==> src/sv/efps_ram.sv <==
module efps_ram #(
  parameter int WIDTH = 8,
  parameter int DEPTH = 16,
  localparam int AW = $clog2(DEPTH)
) (
  input  logic             clk,
  input  logic             wr_en,
  input  logic [AW-1:0]    wr_addr,
  input  logic [WIDTH-1:0] wr_data,
  input  logic [AW-1:0]    rd_addr,
  output logic [WIDTH-1:0] rd_data
);

  logic [WIDTH-1:0] mem [DEPTH];
  logic [WIDTH-1:0] rd_data_r;

  always_ff @(posedge clk) begin
    if (wr_en) begin
      mem[wr_addr] <= wr_data;
    end
    rd_data_r <= mem[rd_addr];
  end

  assign rd_data = rd_data_r;

endmodule

==> config.mk <==
export PLATFORM = sky130hd
export DESIGN_NAME = efps_ram
export DESIGN_NICKNAME = d
export VERILOG_FILES = /design/src/sv/efps_ram.sv
export SDC_FILE = /design/constraint.sdc
export NUM_CORES = 1
export LEC_CHECK = 0
export BUFFER_PORTS_ARGS = -buffer_cell sky130_fd_sc_hd__buf_2
export CORE_MARGIN = 2
export CORE_UTILIZATION = 45
export CTS_CLUSTER_DIAMETER = 120
export DETAILED_ROUTE_END_ITERATION = 6
export HOLD_SLACK_MARGIN = 0.02
export SYNTH_ARGS = -nofsm -noshare
export SYNTH_HDL_FRONTEND = slang
export SYNTH_SLANG_ARGS = --single-unit
==> constraint.sdc <==
create_clock -name clk -period 3 [get_ports clk]
set_clock_uncertainty 0.2 [all_clocks]
set_input_delay 0.6 -clock clk [delete_from_list [all_inputs] [get_ports clk]]
set_output_delay 0.6 -clock clk [all_outputs]
set_load 0.005 [all_outputs]
==> metrics.txt <==
# nets final=303; Cell Area, Synth=5147 µm²; Core Rows=39; DR vias=2401; synthesized area per cell=22.48 µm²; Core Box Area=11270 µm²; Setup CP Type=primary input to flip-flop; antenna diode count=0; Synth area leader=edfxtp_1; WL final=9894 µm; Max Cap Violations=0; Num CTS Buffers=17; first-pass GRT wire length=14790 µm; crit path launch=wr_addr[2]; largest family of logic cells by synthesized area=multiplexers; Final Util=53.89%; status=complete, no violations; final hold vios=0; Register-to-Register Path Depth=3; All-Layer GR Usage=17.10%; drt pass-1 iters=4; WP data arrival=1890 ps; mux cell area share after synthesis=15.02%; dpl hpwl=6429 µm; H-tree depth reported by CTS=4; adder and majority gate portion of the synthesized area=0%; Remaining DRCs=0; VDD IR max=0.3822 mV; max_slew headroom=43.44%; Seq/Total Area, Yosys=77.78%; Clk Latency, worst-skew pair=410 ps; reg2reg end=rd_data[7]; gr ovfl total=0; synth warn=0; clock buffer depth=2; final setup TNS=0 ps; most numerous cell in the Yosys netlist=edfxtp_1; Gate Count Post-Synth=229; RSZ-0062 raised after global routing=false; CTS hold repair buffers=0; drt wl/cell=22.44 µm; CTS clk-pin slew, worst paths=60 ps; Post-synth EDFFs=128; # setup viols final=0; xor/xnor share of the synthesized area=0%; Worst-Margin Slew=845.3 ps; Tot Pwr=4195 µW; pwr/cell area=690.6 nW/µm²; Synth area leaders=edfxtp_1, mux4_2, mux4_1, dfxtp_1, a22oi_1; period utilization=68.67%; Setup Fix Bufs, Post-CTS=0; Die Ht=111.0 µm; largest net degree at the start of global routing=17; initial antenna violation count=0; CTS tree=yes; RePlAce Congestion=0.7461; Die Wd=111.0 µm; synth unique cells=19; R2R Setup Slk=1440 ps; simple-gate area share of the yosys netlist=3.184%; full die area=12310 µm²; R2R Path Start=mem[3][7]; post-route ant nets=0; Worst Setup Slack, final=939.9 ps; Initial Utilization=45.67%; Syn Nets=247; Synth top area share=74.67%; Setup crit start kind=primary input; Final min period=2060 ps; compound-gate portion of the synthesized area=2.333%; CTS resizes=0; Worst path slowest cell=nor2_1; Worst setup endpoint=mem[1][0]; clk root buf=clkbuf_16; Finished Layout Cells=441; area growth from synthesis to layout=18.01%; io pins=26; Static Leakage=0.002076 µW; asr flop ratio synth=0%; iteration-0 DRC count of the detailed router=122; commonest cells in the netlist=edfxtp_1, mux4_2, a22oi_1, mux4_1, nor2_1; Worst EP required=2830 ps; vias in the first global route=2455; Placed Instances=409; Final Slew Violations=0; CP max FO=8; vias per cell=5.444; worst path cell trace=buf_2 > or3b_2 > nor2_1; Critical Path Sink Type=flip-flop; DP Worst Slack=488.1 ps; Hold Path Class=primary input to flip-flop; Top FF cell, synth=edfxtp_1; ratio of cells with drive above 1 in the final layout=29.87%; buffers added on ports=25; Num Clock Sinks=136; CP max stage delay=670 ps; f_max=0.4854 GHz; Yosys reg bits=136
[stage by stage]
step	instance area (µm²)	hold WS, ps
floorplan	5147	429.3
global placement	5543	458.5
detailed placement	5543	464.6
CTS	6075	366.0
global route	6075	379.0
finish	6075	377.0
[layer usage]
| metal | track usage (%) | routed length, µm |
|---|---|---|
| met2 | 25.81 | 4794 |
| met1 | 23.72 | 4644 |
| met4 | 6.500 | 102 |
| met3 | 5.194 | 352 |
| met5 | 0 | 0 |
[cells by family after synthesis]
kind of cell           Yosys count
buffers and inverters           10
flip-flops                     136
AND/OR/NAND/NOR                 35
AO/OA/AOI/OAI                   16
multiplexers                    32
[layout make-up]
cell class / count / area (µm²)
Timing Repair Buffer: 47 / 302.8
Clock inverter: 5 / 48.80
Fill cell: 855 / 5197
Clock buffer: 27 / 483.0
Multi-Input combinational cell: 83 / 1057
Sequential cell: 136 / 4004
Tap cell: 143 / 178.9
[how the worst min path moves through the flow]
stage | start | endpoint | slack, ps | cells after the start
floorplan | mem[7][0] | rd_data[0] | 430 | 3
global placement | mem[8][1] | rd_data[1] | 460 | 3
detailed placement | mem[0][2] | rd_data[2] | 460 | 3
CTS | wr_data[4] | mem[1][4] | 370 | 1
global route | wr_data[2] | mem[5][2] | 380 | 1
finish | wr_data[1] | mem[5][1] | 380 | 1
[layout by cell type, fill, tap and decap left out, drive strengths merged]
master | netlist | final
mux4 | 32 | 32
nor3 | 4 | 4
and2b | 1 | 1
buf | 7 | 47
edfxtp | 128 | 128
nand2 | 9 | 9
clkinv | 0 | 4
clkbuf | 0 | 27
nor2 | 13 | 13
nand2b | 2 | 2
nand3b | 2 | 2
nand3 | 1 | 1
or3b | 1 | 1
nor2b | 1 | 1
a22oi | 16 | 16
dfxtp | 8 | 8
and2 | 1 | 1
bufinv | 0 | 1
[worst max-delay path: cells and delay by family]
family                 cells  cell delay (ps)
buffers and inverters      1              110
and+or+nand+nor            2             1180
[registers in the layout, indices dropped and copies added (netlist names)]
signal   flops
mem        128
rd_data      8
[report_power, final]
part,internal (µW),total [µW],switching [µW]
Sequential,2130,2140,13.8
Clock,1170,1860,687
Combinational,84.5,193,109
Total,3390,4200,809
(Power assumes the default switching activity.)
