==> src/sv/efps_dist_pipe.sv <==
module efps_dist_pipe #(
  parameter int CW = 24,
  parameter int IW = 12,
  parameter int DW = 50
) (
  input  logic            clk,
  input  logic            rst_n,
  input  logic            in_valid,
  input  logic [IW-1:0]   in_idx,
  input  logic [DW-1:0]   in_min,
  input  logic [3*CW-1:0] in_pt,
  input  logic [3*CW-1:0] in_ref,
  output logic            out_valid,
  output logic [IW-1:0]   out_idx,
  output logic [DW-1:0]   out_min,
  output logic [DW-1:0]   out_dist,
  output logic            active
);

  localparam int SQW    = 2 * CW;
  localparam int SUMW   = SQW + 2;
  localparam int STAGES = 4;

  logic                v_r   [STAGES];
  logic [IW-1:0]       idx_r [STAGES];
  logic [DW-1:0]       min_r [STAGES];

  logic signed [CW:0]  diff_nxt [3];
  logic signed [CW:0]  diff_r   [3];
  logic [CW:0]         mag_nxt  [3];
  logic [CW:0]         mag_r    [3];
  logic [SQW-1:0]      sq_nxt   [3];
  logic [SQW-1:0]      sq_r     [3];
  logic [SUMW-1:0]     sum;
  logic [SUMW-1:0]     sum_max;
  logic [DW-1:0]       dist_nxt;
  logic [DW-1:0]       dist_r;

  always_comb begin
    for (int a = 0; a < 3; a++) begin
      diff_nxt[a] = $signed({in_pt[a*CW+CW-1], in_pt[a*CW +: CW]})
                  - $signed({in_ref[a*CW+CW-1], in_ref[a*CW +: CW]});
      mag_nxt[a]  = diff_r[a][CW] ? $unsigned(-diff_r[a]) : $unsigned(diff_r[a]);
      sq_nxt[a]   = SQW'(mag_r[a]) * SQW'(mag_r[a]);
    end
    sum     = SUMW'(sq_r[0]) + SUMW'(sq_r[1]) + SUMW'(sq_r[2]);
    sum_max = SUMW'({DW{1'b1}});
    // Only wide coordinates can exceed the stored width; they saturate.
    dist_nxt = (sum > sum_max) ? '1 : sum[DW-1:0];
  end

  always_ff @(posedge clk) begin
    if (!rst_n) begin
      for (int s = 0; s < STAGES; s++) begin
        v_r[s] <= 1'b0;
      end
    end else begin
      v_r[0] <= in_valid;
      for (int s = 1; s < STAGES; s++) begin
        v_r[s] <= v_r[s-1];
      end
    end
  end

  always_ff @(posedge clk) begin
    idx_r[0] <= in_idx;
    min_r[0] <= in_min;
    for (int s = 1; s < STAGES; s++) begin
      idx_r[s] <= idx_r[s-1];
      min_r[s] <= min_r[s-1];
    end
    for (int a = 0; a < 3; a++) begin
      diff_r[a] <= diff_nxt[a];
      mag_r[a]  <= mag_nxt[a];
      sq_r[a]   <= sq_nxt[a];
    end
    dist_r <= dist_nxt;
  end

  assign out_valid = v_r[STAGES-1];
  assign out_idx   = idx_r[STAGES-1];
  assign out_min   = min_r[STAGES-1];
  assign out_dist  = dist_r;
  assign active    = v_r[0] | v_r[1] | v_r[2] | v_r[3];

endmodule

==> config.mk <==
export PLATFORM = sky130hd
export DESIGN_NAME = efps_dist_pipe
export DESIGN_NICKNAME = d
export VERILOG_FILES = /design/src/sv/efps_dist_pipe.sv
export SDC_FILE = /design/constraint.sdc
export NUM_CORES = 2
export LEC_CHECK = 0
export BUFFER_PORTS_ARGS = -buffer_cell sky130_fd_sc_hd__buf_4
export CORE_ASPECT_RATIO = 0.8
export CORE_MARGIN = 2
export CORE_UTILIZATION = 35
export CTS_BUF_LIST = sky130_fd_sc_hd__clkbuf_8
export DETAILED_ROUTE_END_ITERATION = 8
export GPL_TIMING_DRIVEN = 0
export SYNTH_ARGS = -nofsm -noshare
export SYNTH_HDL_FRONTEND = slang
export SYNTH_SLANG_ARGS = --single-unit
==> constraint.sdc <==
create_clock -name clk -period 6.85 [get_ports clk]
set_clock_uncertainty 0.15 [all_clocks]
set_input_delay 1.37 -clock clk [delete_from_list [all_inputs] [get_ports clk]]
set_output_delay 1.37 -clock clk [all_outputs]
set_load 0.05 [all_outputs]
==> flow_summary_export.csv <==
group,metric,value,unit
global_routing,grt_pass1_wl,321000,um
clock_tree,htreeDepth,3,
die,die_h,411,um
timing,drv_slew,0,
timing,finalSetupViolCount,42,
place,post-dp-hpwl,167000,um
synth,synth_ff_type,"dfxtp_1",
synth,synth_common_cells,"2068 x inv_1, 1449 x fa_1, 661 x ha_1, 593 x dfxtp_1, 580 x nand2_1",
clock_tree,clock_path_buffers,3,
synth,synth_area_leader_cell,"fa_1",
worst_setup_path,r2r_slack,-0.74,ns
worst_setup_path,crit_start,"mag_r[0][28]$_DFF_P_",
final_layout,drive_gt1_share,18.0,%
die,io-pin-count,323,
worst_setup_path,critical_path.endpoint,"sq_r[0][94]$_DFF_P_",
synth,yosysWarnings,0,
routing,vias,52132,
final_layout,register_area,12100,sq um
synth,yosysSeqAreaShare,16.4,%
final_layout,fillers,19870,
place,dpl_worst_slack,-2.23,ns
synth,syn_area,72600,sq um
worst_setup_path,worstSetupPathType,"reg -> reg",
synth,synthTopCellsByArea,"fa_1 40%, dfxtp_1 16%, ha_1 11%",
clock_tree,cts.sinks,593,
die,coreArea,206000,sq um
worst_setup_path,worstPathMaxFanout,8,
routing,drt-wirelength-per-cell,18.7,um
timing,finalWorstSetupSlack,-0.736,ns
synth,avgSynthCellArea,9.66,sq um
routing,drcViolationCount,0,
worst_setup_path,arrival,8.16,ns
clock_tree,clk_pin_slew,0.06,ns
routing,ant_nets,0,
worst_setup_path,rr_worst_depth,26,
worst_setup_path,r2r-start,"mag_r[0][28]$_DFF_P_",
die,fp-row-count,149,
final_layout,multi_input_area,54600,sq um
global_routing,grt.total_usage,19.8,%
routing,vias_per_cell,4.72,
synth,yosysTopAreaCellShare,40.0,%
timing,whs,0.160,ns
place,gp_congestion,0.972,
worst_setup_path,cp-start-kind,"flip-flop",
clock_tree,root_buffer,"clkbuf_8",
timing,tightest_slew,1.21,ns
die,die_w,513,um
timing,min_period,7.59,ns
final_layout,fin_nets,10566,
worst_setup_path,endpoint_kind,"flip-flop",
clock_tree,cts_tree,"built",
worst_setup_path,r2r_end,"sq_r[0][94]$_DFF_P_",
global_routing,grt-ovfl-total,0,
timing,finalHoldViolCount,0,
clock_tree,cts_hold_buf,0,
die,die_area,211000,sq um
timing,period_share,111,%
synth,synth_cell_types,68,
place,numPortBuffers,322,
synth,synthArstFlopShare,0,%
timing,max_freq,132,MHz
routing,postRouteWirelength,206000,um
global_routing,grt_max_degree,20,
clock_tree,numCtsBuffers,98,
synth,yosysMostFrequentCell,"inv_1",
routing,drtIter0Drc,3213,
routing,drtPass1Iterations,5,
worst_setup_path,cp_data_required_time,7.42,ns
timing,rsz0062_at_grt,"yes",
timing,setup_tns,-12.79,ns
final_layout,syn2layout_area_growth,21.3,%
timing,relSlewSlack,18.2,%
global_routing,grt_pass1_vias,55887,
min_path,hp-class,"reg -> reg",
flow_run,drv_cap,0,
global_routing,antenna_found_initial,11,
clock_tree,insertion_delay,0.89,ns
outcome,run_status,"finished, violations left",
synth,syn_inst,7514,
outcome,violations,"setup timing",
synth,synth-edff-count,0,
die,start_util,35.2,%
synth,ys_seq_elements,593,
repair_timing:
| action | in CTS | in global routing |
|---|---|---|
| pin swaps | 248 | 190 |
| cloned | 5 | 1 |
| setup buffers | 235 | 91 |
| gates resized for setup | 879 | 262 |
| setup endpoints to repair | 91 | 68 |
layout make-up:
type / instances / area share [%]
plain buffers: 179 / 3.04
clock inverters: 52 / 0.637
clock buffers: 118 / 1.84
well taps: 2718 / 3.86
multi-input cells: 4662 / 62.0
flip-flops and latches: 593 / 13.7
repair buffers: 644 / 6.00
inverters: 2069 / 8.90
diodes: 7 / 0.0199
routing by layer:
layer	GRT usage, %	up-vias	wire [um]
met1	28.3	26159	94000
met2	29.7	1761	88600
li1	-	23900	-
met4	5.69	6	6180
met5	0	-	49
met3	4.55	306	17300
logic make-up after synthesis:
kind of cell / share of synthesized area (%)
buffers and inverters: 11.7
adders and majority gates: 51.4
and+or+nand+nor: 9.71
AOI/OAI and AO/OA: 6.65
DFF: 16.4
xor gates and xnor gates: 4.13
muxes: 0.102
other: 0.0103
worst min-delay path by stage:
stage / from / endpoint / slack, ns / cells after the start
floorplan: idx_r[0][0]$_DFF_P_ / idx_r[1][0]$_DFF_P_ / 0.16 / 0
global placement: min_r[2][6]$_DFF_P_ / min_r[3][6]$_DFF_P_ / 0.16 / 0
detailed placement: idx_r[0][8]$_DFF_P_ / idx_r[1][8]$_DFF_P_ / 0.16 / 0
CTS: min_r[2][43]$_DFF_P_ / min_r[3][43]$_DFF_P_ / 0.16 / 0
global route: min_r[2][43]$_DFF_P_ / min_r[3][43]$_DFF_P_ / 0.16 / 0
finish: min_r[0][36]$_DFF_P_ / min_r[1][36]$_DFF_P_ / 0.16 / 0
worst max-delay path, cell delays in order, from the launching register on:
cell,delay (ns)
dfxtp_4,0.39
clkbuf_16,0.17
clkbuf_16,0.16
nand2_2,0.08
fa_1,0.54
inv_1,0.05
fa_1,0.53
inv_1,0.05
fa_1,0.50
fa_1,0.52
inv_1,0.05
fa_1,0.51
fa_1,0.52
inv_1,0.05
fa_2,0.57
inv_2,0.05
ha_4,0.24
a21o_1,0.19
a21oi_4,0.22
o21ai_2,0.08
a21o_1,0.16
a41o_1,0.27
a221o_2,0.45
a311oi_4,0.37
o21ai_4,0.13
a221oi_4,0.27
xnor2_2,0.24
layout by cell type (no fill, tap or decap), types with 31 or more instances in the layout:
cell / count
a21oi_1: 183
a21o_1: 126
o21a_1: 31
nand2_2: 42
a21oi_2: 34
nand2_1: 520
ha_4: 39
dfxtp_1: 524
nand3_1: 46
and2_4: 39
inv_2: 66
buf_4: 574
xor2_1: 92
buf_6: 49
ha_1: 613
nand2b_1: 31
clkbuf_1: 38
nor2b_1: 40
inv_1: 2001
o21ai_0: 108
nor3_1: 34
clkbuf_16: 58
and2_1: 339
fa_1: 1397
nor2_1: 180
dfxtp_4: 53
fa_2: 52
clkbuf_8: 163
xnor2_1: 221
state kept, by name (all words and copies together) (netlist names):
signal	flops
min_r	200
sq_r	141
diff_r	75
mag_r	75
out_dist	50
idx_r	48
v_r	4
stage by stage:
| step | area [sq um] | utilization [%] | cells |
|---|---|---|---|
| floorplan | 73100 | - | 7515 |
| global placement | 78900 | 38.3 | 10555 |
| detailed placement | 78900 | 38.3 | 10556 |
| CTS | 86500 | 42.0 | 10955 |
| global route | 88000 | 42.7 | 11037 |
| finish | 88000 | 42.7 | 11042 |
Power is not shown: default switching activity piles up to over one toggle a cycle in this logic, so the estimate is an artifact.
